**src/rtl/core/dcdd_pkg.sv**
```systemverilog
package dcdd_pkg;

  localparam int unsigned CountWidth = 16;
  localparam int unsigned DigitWidth = 4;
  localparam int unsigned NumDigits  = 4;
  localparam int unsigned NumLanes   = 2;
  localparam int unsigned NumFrames  = NumDigits * NumLanes;
  localparam int unsigned FrameIdxW  = $clog2(NumFrames);
  localparam int unsigned PosWidth   = 4;

  // Reciprocal of ten, exact for every 16-bit dividend after a shift by 19
  localparam logic [31:0] RecipTen   = 32'd52429;
  localparam int unsigned RecipShift = 19;

  localparam logic [DigitWidth-1:0] MaxDigit = 4'd9;
  localparam logic [PosWidth-1:0]   LastPos  = 4'd8;

  typedef logic [CountWidth-1:0]   count_t;
  typedef logic [DigitWidth-1:0]   digit_t;
  typedef logic [PosWidth-1:0]     pos_t;
  typedef logic [FrameIdxW-1:0]    frame_idx_t;
  typedef digit_t [NumDigits-1:0]  digits_t;
  typedef count_t [NumLanes-1:0]   count_pair_t;
  typedef digits_t [NumLanes-1:0]  digit_pair_t;

  // Quotient by ten through multiply and shift
  function automatic count_t div10(count_t x);
    logic [31:0] prod;
    prod = 32'(x) * RecipTen;
    return count_t'(prod >> RecipShift);
  endfunction

  // Remainder digit from the low nibbles of dividend and quotient
  function automatic digit_t rem_digit(digit_t x_lo, digit_t q_lo);
    digit_t tenq;
    tenq = digit_t'({q_lo, 3'b000}) + digit_t'({q_lo, 1'b0});
    return digit_t'(x_lo - tenq);
  endfunction

endpackage

```
**src/rtl/core/dcdd_req_if.sv**
```systemverilog
interface dcdd_req_if import dcdd_pkg::*; ();
  logic   valid;
  logic   ready;
  count_t current_count;
  count_t target_count;

  modport source (output valid, current_count, target_count, input ready);
  modport sink (input valid, current_count, target_count, output ready);
endinterface

```
**src/rtl/core/dcdd_frame_if.sv**
```systemverilog
interface dcdd_frame_if import dcdd_pkg::*; ();
  logic   valid;
  logic   ready;
  pos_t   digit_position;
  digit_t digit_value;
  logic   last_frame;

  modport source (output valid, digit_position, digit_value, last_frame, input ready);
  modport sink (input valid, digit_position, digit_value, last_frame, output ready);
endinterface

```
**src/rtl/core/dcdd_bcd_pipe.sv**
```systemverilog
module dcdd_bcd_pipe import dcdd_pkg::*; (
  input  logic        clk_i,
  input  logic        rst_ni,
  input  logic        en_i,
  input  logic        valid_i,
  input  count_pair_t count_i,
  output logic        valid_o,
  output digit_pair_t digits_o
);

  localparam int unsigned NumStages = 5;

  logic [NumStages-1:0] vld_q;

  // Per-stage quotients, narrowed to what each can hold
  logic [12:0] q1_q [NumLanes];
  logic [9:0]  q2_q [NumLanes];
  logic [6:0]  q3_q [NumLanes];
  logic [2:0]  q4_q [NumLanes];
  digit_t      lo_s1_q [NumLanes];
  digit_t      lo_s2_q [NumLanes];
  digit_t      lo_s3_q [NumLanes];
  digit_t      lo_s4_q [NumLanes];
  digits_t     dig_s2_q [NumLanes];
  digits_t     dig_s3_q [NumLanes];
  digits_t     dig_s4_q [NumLanes];
  digits_t     dig_s5_q [NumLanes];

  always_ff @(posedge clk_i or negedge rst_ni) begin
    if (!rst_ni) begin
      vld_q <= '0;
    end else if (en_i) begin
      vld_q <= {vld_q[NumStages-2:0], valid_i};
    end
  end

  for (genvar l = 0; l < NumLanes; l++) begin : g_lane
    always_ff @(posedge clk_i) begin
      if (en_i) begin
        // stage 1: first quotient
        q1_q[l]    <= 13'(div10(count_i[l]));
        lo_s1_q[l] <= count_i[l][DigitWidth-1:0];
        // stage 2: units digit, second quotient
        q2_q[l]       <= 10'(div10(count_t'(q1_q[l])));
        lo_s2_q[l]    <= q1_q[l][DigitWidth-1:0];
        dig_s2_q[l]   <= {digit_t'(0), digit_t'(0), digit_t'(0),
                          rem_digit(lo_s1_q[l], q1_q[l][DigitWidth-1:0])};
        // stage 3: tens digit
        q3_q[l]       <= 7'(div10(count_t'(q2_q[l])));
        lo_s3_q[l]    <= q2_q[l][DigitWidth-1:0];
        dig_s3_q[l]   <= {dig_s2_q[l][3:2],
                          rem_digit(lo_s2_q[l], q2_q[l][DigitWidth-1:0]),
                          dig_s2_q[l][0]};
        // stage 4: hundreds digit; drop anything past thousands
        q4_q[l]       <= 3'(div10(count_t'(q3_q[l])));
        lo_s4_q[l]    <= q3_q[l][DigitWidth-1:0];
        dig_s4_q[l]   <= {dig_s3_q[l][3],
                          rem_digit(lo_s3_q[l], q3_q[l][DigitWidth-1:0]),
                          dig_s3_q[l][1:0]};
        // stage 5: thousands digit
        dig_s5_q[l]   <= {rem_digit(lo_s4_q[l], {1'b0, q4_q[l]}),
                          dig_s4_q[l][2:0]};
      end
    end
    assign digits_o[l] = dig_s5_q[l];
  end

  assign valid_o = vld_q[NumStages-1];

endmodule

```
**src/rtl/core/dual_count_display_digits.sv**
```systemverilog
// Flow: an accepted request passes the digit pipeline, then the serializer
// sends its frames one per cycle while frame_o.ready is high, eight in all.
// Throughput: set by the frame serializer, one frame a cycle while ready is high;
// the five-stage digit pipeline takes a request every cycle unless its last stage
// waits on the serializer, and holds up to five while the serializer drains.
// Reset: asynchronous, active low; clears all valid bits and the serializer's busy flag and index.
module dual_count_display_digits import dcdd_pkg::*; (
  input  logic clk_i,
  input  logic rst_ni,
  dcdd_req_if.sink     req_i,
  dcdd_frame_if.source frame_o
);

  // Pipeline side
  logic        pipe_en;
  logic        pipe_vld;
  count_pair_t pipe_count;
  digit_pair_t pipe_digits;

  // Serializer side
  logic        busy_q, busy_d;
  frame_idx_t  idx_q, idx_d;
  digit_pair_t dig_q;
  logic        frame_beat;
  logic        frame_last;
  logic        ser_load;

  assign frame_last = (idx_q == frame_idx_t'(NumFrames - 1));
  assign frame_beat = frame_o.valid && frame_o.ready;

  // Take a new digit set when empty or while the final frame leaves
  assign ser_load = !busy_q || (frame_beat && frame_last);

  // Advance the pipe whenever its last stage is empty or gets drained
  assign pipe_en     = !pipe_vld || ser_load;
  assign req_i.ready = pipe_en;

  assign pipe_count[0] = req_i.current_count;
  assign pipe_count[1] = req_i.target_count;

  dcdd_bcd_pipe u_pipe (
    .clk_i    (clk_i),
    .rst_ni   (rst_ni),
    .en_i     (pipe_en),
    .valid_i  (req_i.valid),
    .count_i  (pipe_count),
    .valid_o  (pipe_vld),
    .digits_o (pipe_digits)
  );

  always_comb begin
    busy_d = busy_q;
    idx_d  = idx_q;
    if (ser_load) begin
      busy_d = pipe_vld;
      idx_d  = '0;
    end else if (frame_beat) begin
      idx_d = idx_q + frame_idx_t'(1);
    end
  end

  always_ff @(posedge clk_i or negedge rst_ni) begin
    if (!rst_ni) begin
      busy_q <= 1'b0;
      idx_q  <= '0;
    end else begin
      busy_q <= busy_d;
      idx_q  <= idx_d;
    end
  end

  // Hold the digit set for the whole run
  always_ff @(posedge clk_i) begin
    if (ser_load && pipe_vld) begin
      dig_q <= pipe_digits;
    end
  end

  // Upper index bit picks the count, lower bits pick units..thousands
  assign frame_o.valid          = busy_q;
  assign frame_o.digit_position = pos_t'(idx_q) + pos_t'(1);
  assign frame_o.digit_value    = dig_q[idx_q[FrameIdxW-1]][idx_q[FrameIdxW-2:0]];
  assign frame_o.last_frame     = frame_last;

  a_digit_decimal: assert property (@(posedge clk_i) disable iff (!rst_ni)
    frame_o.valid |-> (frame_o.digit_value <= MaxDigit))
    else $error("digit out of decimal range");

  a_last_at_end: assert property (@(posedge clk_i) disable iff (!rst_ni)
    (frame_o.valid && frame_o.last_frame) |-> (frame_o.digit_position == LastPos))
    else $error("last frame flagged away from final position");

  a_run_continues: assert property (@(posedge clk_i) disable iff (!rst_ni)
    (frame_beat && !frame_o.last_frame) |=>
      (frame_o.valid &&
       frame_o.digit_position == pos_t'($past(frame_o.digit_position) + pos_t'(1))))
    else $error("frame run broken before final frame");

  a_pipe_held: assert property (@(posedge clk_i) disable iff (!rst_ni)
    (pipe_vld && !ser_load) |=> pipe_vld)
    else $error("pipeline result lost during stall");

endmodule

```
**src/flat_wrapper.sv**
```systemverilog
// flat-port wrapper written by rule: the top's interface ports become plain ports
module dual_count_display_digits_flat import dcdd_pkg::*;
  (clk_i, rst_ni, req_i_valid, req_i_current_count, req_i_target_count, req_i_ready, frame_o_valid, frame_o_digit_position, frame_o_digit_value, frame_o_last_frame, frame_o_ready);
  dcdd_req_if req_i_i ();
  dcdd_frame_if frame_o_i ();
  input  logic clk_i;
  input  logic rst_ni;
  input wire logic [$bits(req_i_i.valid)-1:0] req_i_valid;
  input wire logic [$bits(req_i_i.current_count)-1:0] req_i_current_count;
  input wire logic [$bits(req_i_i.target_count)-1:0] req_i_target_count;
  output wire logic [$bits(req_i_i.ready)-1:0] req_i_ready;
  output wire logic [$bits(frame_o_i.valid)-1:0] frame_o_valid;
  output wire logic [$bits(frame_o_i.digit_position)-1:0] frame_o_digit_position;
  output wire logic [$bits(frame_o_i.digit_value)-1:0] frame_o_digit_value;
  output wire logic [$bits(frame_o_i.last_frame)-1:0] frame_o_last_frame;
  input wire logic [$bits(frame_o_i.ready)-1:0] frame_o_ready;
  assign req_i_i.valid = req_i_valid;
  assign req_i_i.current_count = req_i_current_count;
  assign req_i_i.target_count = req_i_target_count;
  assign req_i_ready = req_i_i.ready;
  assign frame_o_valid = frame_o_i.valid;
  assign frame_o_digit_position = frame_o_i.digit_position;
  assign frame_o_digit_value = frame_o_i.digit_value;
  assign frame_o_last_frame = frame_o_i.last_frame;
  assign frame_o_i.ready = frame_o_ready;
  dual_count_display_digits u_core (.clk_i(clk_i), .rst_ni(rst_ni), .req_i(req_i_i), .frame_o(frame_o_i));
endmodule
```
**config.mk**
```make
export PLATFORM = sky130hd
export DESIGN_NAME = dual_count_display_digits_flat
export DESIGN_NICKNAME = d
export VERILOG_FILES = /design/src/rtl/core/dcdd_pkg.sv /design/src/rtl/core/dcdd_req_if.sv /design/src/rtl/core/dcdd_frame_if.sv /design/src/rtl/core/dcdd_bcd_pipe.sv /design/src/rtl/core/dual_count_display_digits.sv /design/src/flat_wrapper.sv
export SDC_FILE = /design/constraint.sdc
export NUM_CORES = 1
export LEC_CHECK = 0
export BUFFER_PORTS_ARGS = -buffer_cell sky130_fd_sc_hd__buf_4
export CORE_UTILIZATION = 49
export CTS_BUF_LIST = sky130_fd_sc_hd__clkbuf_8
export CTS_CLUSTER_DIAMETER = 60
export DETAILED_ROUTE_END_ITERATION = 16
export PLACE_DENSITY_LB_ADDON = 0.15
export SLEW_MARGIN = 0
export SYNTH_ARGS = -nofsm -noshare
export SYNTH_HDL_FRONTEND = slang
export SYNTH_HIERARCHICAL = 1
export SYNTH_SLANG_ARGS = --single-unit
```
**constraint.sdc**
```tcl
create_clock -name clk_i -period 18.1 [get_ports clk_i]
set_clock_uncertainty 0.15 [all_clocks]
set_input_delay 3.62 -clock clk_i [delete_from_list [all_inputs] [get_ports clk_i]]
set_output_delay 3.62 -clock clk_i [all_outputs]
set_load 0.02 [all_outputs]
```
* Word level (Yosys, flattened, before mapping)
Memories as Yosys holds them, arrays and structs flattened. A register that Yosys moved wholly into a read port is not among the register bits.
Cells that the tools add are included.
** Word-level totals
- Register bits after elaboration :: 9
- Memory bits (writable) :: 202
- Input bits :: 36
- Output and inout port bits :: 11
- Word-level logic and storage cells :: 60
- Memories :: 12
** Cells by class
- $add $sub $neg :: 18
- Multipliers :: 8
- $lt $le $gt $ge :: 2
- Equal/unequal tests :: 1
- Multiplexer cells :: 8
- Reductions and logical operators :: 8
** Memories
- u_core.u_pipe.dig_s3_q :: words 2, width 16, rd ports 2, clocked after Yosys merged registers in 0, wr ports 2, RTL line dcdd_bcd_pipe.sv:25 : digits_t dig_s3_q [NumLanes];
- u_core.u_pipe.dig_s4_q :: words 2, width 16, rd ports 2, clocked after Yosys merged registers in 0, wr ports 2, RTL line dcdd_bcd_pipe.sv:26 : digits_t dig_s4_q [NumLanes];
- u_core.u_pipe.dig_s5_q :: words 2, width 16, rd ports 2, clocked after Yosys merged registers in 2, wr ports 2, RTL line dcdd_bcd_pipe.sv:27 : digits_t dig_s5_q [NumLanes];
- u_core.u_pipe.q1_q :: words 2, width 13, rd ports 2, clocked after Yosys merged registers in 0, wr ports 2, RTL line dcdd_bcd_pipe.sv:16 : logic [12:0] q1_q [NumLanes];
- u_core.u_pipe.q2_q :: words 2, width 10, rd ports 2, clocked after Yosys merged registers in 0, wr ports 2, RTL line dcdd_bcd_pipe.sv:17 : logic [9:0] q2_q [NumLanes];
- u_core.u_pipe.q3_q :: words 2, width 7, rd ports 2, clocked after Yosys merged registers in 0, wr ports 2, RTL line dcdd_bcd_pipe.sv:18 : logic [6:0] q3_q [NumLanes];
- +6 memories
** Operators with widths (count)
- $mul 16x16->32 const B :: 2
- $mul 13x16->29 const B :: 2
- $mul 10x16->26 const B :: 2
- $mul 7x16->22 const B :: 2
- $add 4x4->4 :: 8
- $mux 16 :: 2
- $sub 4x4->4 :: 8
- $bmux 4 s2 :: 1
- $mux 3 :: 2
- $add 3x1->4 const B :: 1
- $mux 4 :: 1
- $add 3x1->3 const B :: 1
- $eq 3x3->1 const B :: 1
- $logic_and 1x1->1 :: 3
- $lt 2x3->1 const B :: 1
- $logic_not 1->1 :: 2
- $logic_or 1x1->1 :: 2
- $lt 1x2->1 const B :: 1
- $mux 1 :: 2
- $reduce_bool 2->1 :: 1

* Longest topological paths before layout
- Depth in word-level cells :: 6
- Gate-level depth with buffers :: 21
- Gate-level depth less buffers :: 21

* Modules after synthesis
The synthesis kept the hierarchy.
** By module, submodules not included
- dcdd_bcd_pipe :: times used 1, cells each 2444, area an instance 26933.3 um^2, seq. area each 5470.2 um^2
- dual_count_display_digits :: times used 1, cells each 67, area an instance 1456.4 um^2, seq. area each 1061.0 um^2

* Worst setup path before layout
No wires, ideal clock.
- Path type :: input to output
- Start point :: input frame_o_ready
- End point :: output req_i_ready
- Arrival time :: 7.695 ns
- Required time :: 14.330 ns
- Setup slack :: 6.635 ns
- Stages :: 2
- Buffers on the path :: 0
- Path through :: a21boi_0 > nand2_1
** Between the ends
- Cells in the longest elaborated chain, start to end :: 4
** Ends and longest elaborated chain
- start: declaration :: RTL line flat_wrapper.sv:16 : input wire logic [$bits(frame_o_i.ready)-1:0] frame_o_ready;
- $logic_and 1x1->1 :: RTL line dual_count_display_digits.sv:29 : assign frame_beat = frame_o.valid && frame_o.ready;
- $logic_and 1x1->1 :: RTL line dual_count_display_digits.sv:32 : assign ser_load = !busy_q || (frame_beat && frame_last);
- $logic_or 1x1->1 :: RTL line dual_count_display_digits.sv:32
- $logic_or 1x1->1 :: RTL line dual_count_display_digits.sv:35 : assign pipe_en = !pipe_vld || ser_load;
- end: declaration :: RTL line flat_wrapper.sv:11 : output wire logic [$bits(req_i_i.ready)-1:0] req_i_ready;
No other way between the ends.

==> summary.md <==
| Metric | Value |
|---|---|
| Outcome | `finished clean` |
| Vias/cell | `5.013` |
| Largest net degree at the start of global routing | `179` |
| Die area | `58910 sq um` |
| Clock sink count | `219` |
| Final Critical Period | `8519 ps` |
| Post-Synth Adder-Cell Area | `0.5370` |
| Synth Area in Compound Gates | `0.05377` |
| Width of the chip | `242.7 um` |
| Main combinational cell family by area after synthesis | `adder cells` |
| Fin. Hold Viols | `0` |
| Final wirelength | `53580 um` |
| Filler Cell Count | `5022` |
| Port bufs | `46` |
| Clk root buf | `clkbuf_8` |
| Gr usage total | `0.1898` |
| Slew HR | `0.3144` |
| Boundary Pins | `47` |
| Final period util | `0.4707` |
| WS Path Type | `input pin to flip-flop` |
| Register area share after synthesis | `0.2301` |
| Post_cts resized | `0` |
| HP Class | `flip-flop to flip-flop` |
| Post-synth EDFFs | `210` |
| Setup TNS | `0 ps` |
| CTS Buf Count | `41` |
| Max Fclk | `117.4 MHz` |
| Syn Nets | `3565` |
| Fraction of layout cells with a size suffix above 1 | `0.05285` |
| Area Overhead vs Synth | `7.422%` |
| Final #Nets | `3654` |
| Initial antenna violation count | `0` |
| Hpwl dp | `46140 um` |
| # Post-CTS Setup Buffers | `0` |
| H-tree levels | `2` |
| Starting Density | `0.4996` |
| Mapped Area | `28390 sq um` |
| Max cap viols | `0` |
| # hold bufs at CTS | `0` |
| Core ar. | `56820 sq um` |
| Worst EP arrival | `8720 ps` |
| Crit Path Max Fanout | `8` |
| ANT cells | `0` |
| Post-synth ARST share | `0.04110` |
| CP Launch Type | `input pin` |
| Slew Viols, Final | `0` |
| # DRC | `0` |
| Post-Synth XOR/XNOR Area | `0.03795` |
| Wire per inst | `15.82 um` |
| CTS tree | `done` |
| Crit. End Element | `flip-flop` |
| Worst-Margin Slew | `1028 ps` |
| Via count | `16975` |
| Mux share of post-synthesis cell area | `0.01097` |
| Library cells used by synthesis | `70` |
| Vias in the first global route | `18392` |
| Site Rows | `87` |
| Setup-failing EPs final | `0` |
| CTS Buffer Depth | `3` |
| Worst-path clk slew | `60 ps` |
| Gpl congestion | `0.9278` |
| Simple-gate share of the synthesized area | `0.03508` |
| Synth Flop Type | `edfxtp_1` |
| DR iter-0 viols | `473` |
| ANT nets after route | `0` |
| Critical path required time | `18300 ps` |
| Final Util | `0.5367` |
| Global-route wire length before repair | `90180 um` |
| Clock Latency Late Sink | `600 ps` |
| R2r worst-path depth | `16` |
| RSZ-0062 raised after global routing | `no` |
| Syn Area/Cell | `11.31 sq um` |
| DR pass1 iterations | `5` |
| Synth Warn # | `6` |
| Total gr overflow | `0` |
| Hold Path Depth | `0` |
| Die span in y | `242.7 um` |
| Cell count after synthesis | `2511` |
| Synthesis-stage register bit count | `219` |
[stage by stage]
step	hold WS, ps	area [sq um]	setup WS, ps	std cells
2_1_floorplan	250.3	28390	6635	2511
3_3_place_gp	252.4	29700	9073	3313
3_5_place_dp	254.5	29700	8996	3313
4_1_cts	244.5	30500	9619	3386
5_1_grt	251.3	30500	9303	3386
6_report	248.8	30500	9581	3386
[registers in the layout, indices dropped and copies added, names as in the netlist, 14 cells and up]
name,flops
u_core/dig_q,32
u_core/u_pipe/dig_s5_q,32
u_core/u_pipe/q1_q,26
u_core/u_pipe/dig_s4_q,24
u_core/u_pipe/q2_q,20
u_core/u_pipe/dig_s3_q,16
u_core/u_pipe/q3_q,14
[cells in the final DEF, fill, tap and decap left out, types with 8 or more instances in the layout]
| master | n |
|---|---|
| ha_1 | 684 |
| o21ai_1 | 10 |
| dfrtp_1 | 9 |
| clkbuf_8 | 47 |
| or2_2 | 9 |
| a21oi_1 | 56 |
| o21a_1 | 11 |
| nand4_1 | 10 |
| a21o_1 | 39 |
| a211oi_1 | 12 |
| buf_4 | 47 |
| edfxtp_1 | 210 |
| inv_1 | 723 |
| o211ai_1 | 8 |
| nand2_1 | 44 |
| xor2_1 | 31 |
| nor2_1 | 43 |
| xnor2_1 | 92 |
| nand3_1 | 22 |
| fa_1 | 334 |
| o21ai_0 | 19 |
| nor3_1 | 12 |
| clkinv_2 | 8 |
| mux2_2 | 9 |
| a31oi_1 | 11 |
| mux4_1 | 8 |
[synth_stat cells (4+ instances only)]
master,instances,area share
a211o_1,6,0.0019
a211oi_1,12,0.0032
a21boi_0,4,0.0011
a21o_1,39,0.010
a21oi_1,56,0.0099
a31oi_1,11,0.0024
and2_1,5,0.0011
and3_1,5,0.0011
and4_1,5,0.0015
dfrtp_1,9,0.0079
edfxtp_1,210,0.22
fa_1,334,0.24
ha_1,684,0.30
inv_1,716,0.095
mux2_2,9,0.0036
mux4_1,8,0.0074
nand2_1,45,0.0059
nand2b_1,7,0.0015
nand3_1,22,0.0039
nand4_1,10,0.0022
nor2_1,43,0.0057
nor2b_1,8,0.0018
nor3_1,12,0.0021
o211ai_1,8,0.0021
o21a_1,11,0.0029
o21ai_0,19,0.0033
o21ai_1,10,0.0018
o21bai_1,7,0.0019
or2_2,9,0.0020
or3_1,4,0.00088
xnor2_1,92,0.028
xor2_1,31,0.0096
[layer usage]
metal	vias to the layer above	track usage	routed length, um
li1	8394	-	-
met1	8294	0.2497	24970
met2	219	0.3322	26050
met3	68	0.02654	1619
met4	0	0.03977	947
met5	-	0	0
[critical path, stage by stage]
cell and delay, ps:
buf_4 160, ha_1 370, xor2_1 190, ha_1 200
a21o_1 190, fa_1 550, fa_1 440, fa_1 490
inv_1 50, fa_1 470, inv_1 40, ha_1 270
and3_1 190, nand3_1 80, a211oi_1 290, o21ai_1 150
a21boi_1 510, a2111oi_0 170, a211o_1 290
[kinds of logic after synthesis]
group | after synthesis
AO/OA/AOI/OAI | 223
XOR/XNOR | 123
adder cells (fa/ha/maj) | 1018
buffers and inverters | 718
flip-flops | 219
multiplexers | 17
AND/OR/NAND/NOR | 193
[worst paths after layout]
| check | startpoint | to | slack [ps] |
|---|---|---|---|
| worst min-delay path | u_core/u_pipe/dig_s5_q[0][14] | u_core/dig_q[14] | 250 |
| worst max register to register | u_core/u_pipe/q1_q[0][7] | u_core/u_pipe/q2_q[0][7] | 12450 |
| min in group asynchronous | rst_ni | u_core/idx_q[1] | 2690 |
| worst max-delay path | req_i_target_count[1] | u_core/u_pipe/q1_q[0][25] | 9580 |
| max in group asynchronous | rst_ni | u_core/u_pipe/vld_q[1] | 14980 |
| worst min register to register | u_core/u_pipe/dig_s5_q[0][14] | u_core/dig_q[14] | 250 |
[area by class of cell]
type | instances | area (sq um) | area share
multi-input cells | 1574 | 19170 | 0.6285
flip-flops and latches | 219 | 6531 | 0.2142
inverters | 716 | 2688 | 0.08813
well taps | 756 | 945.9 | 0.03102
clock buffers | 47 | 646.9 | 0.02121
repair buffers | 48 | 372.9 | 0.01223
clock inverters | 26 | 146.4 | 0.004800
Power is not shown: default switching activity piles up to over one toggle a cycle in this logic, so the estimate is an artifact.
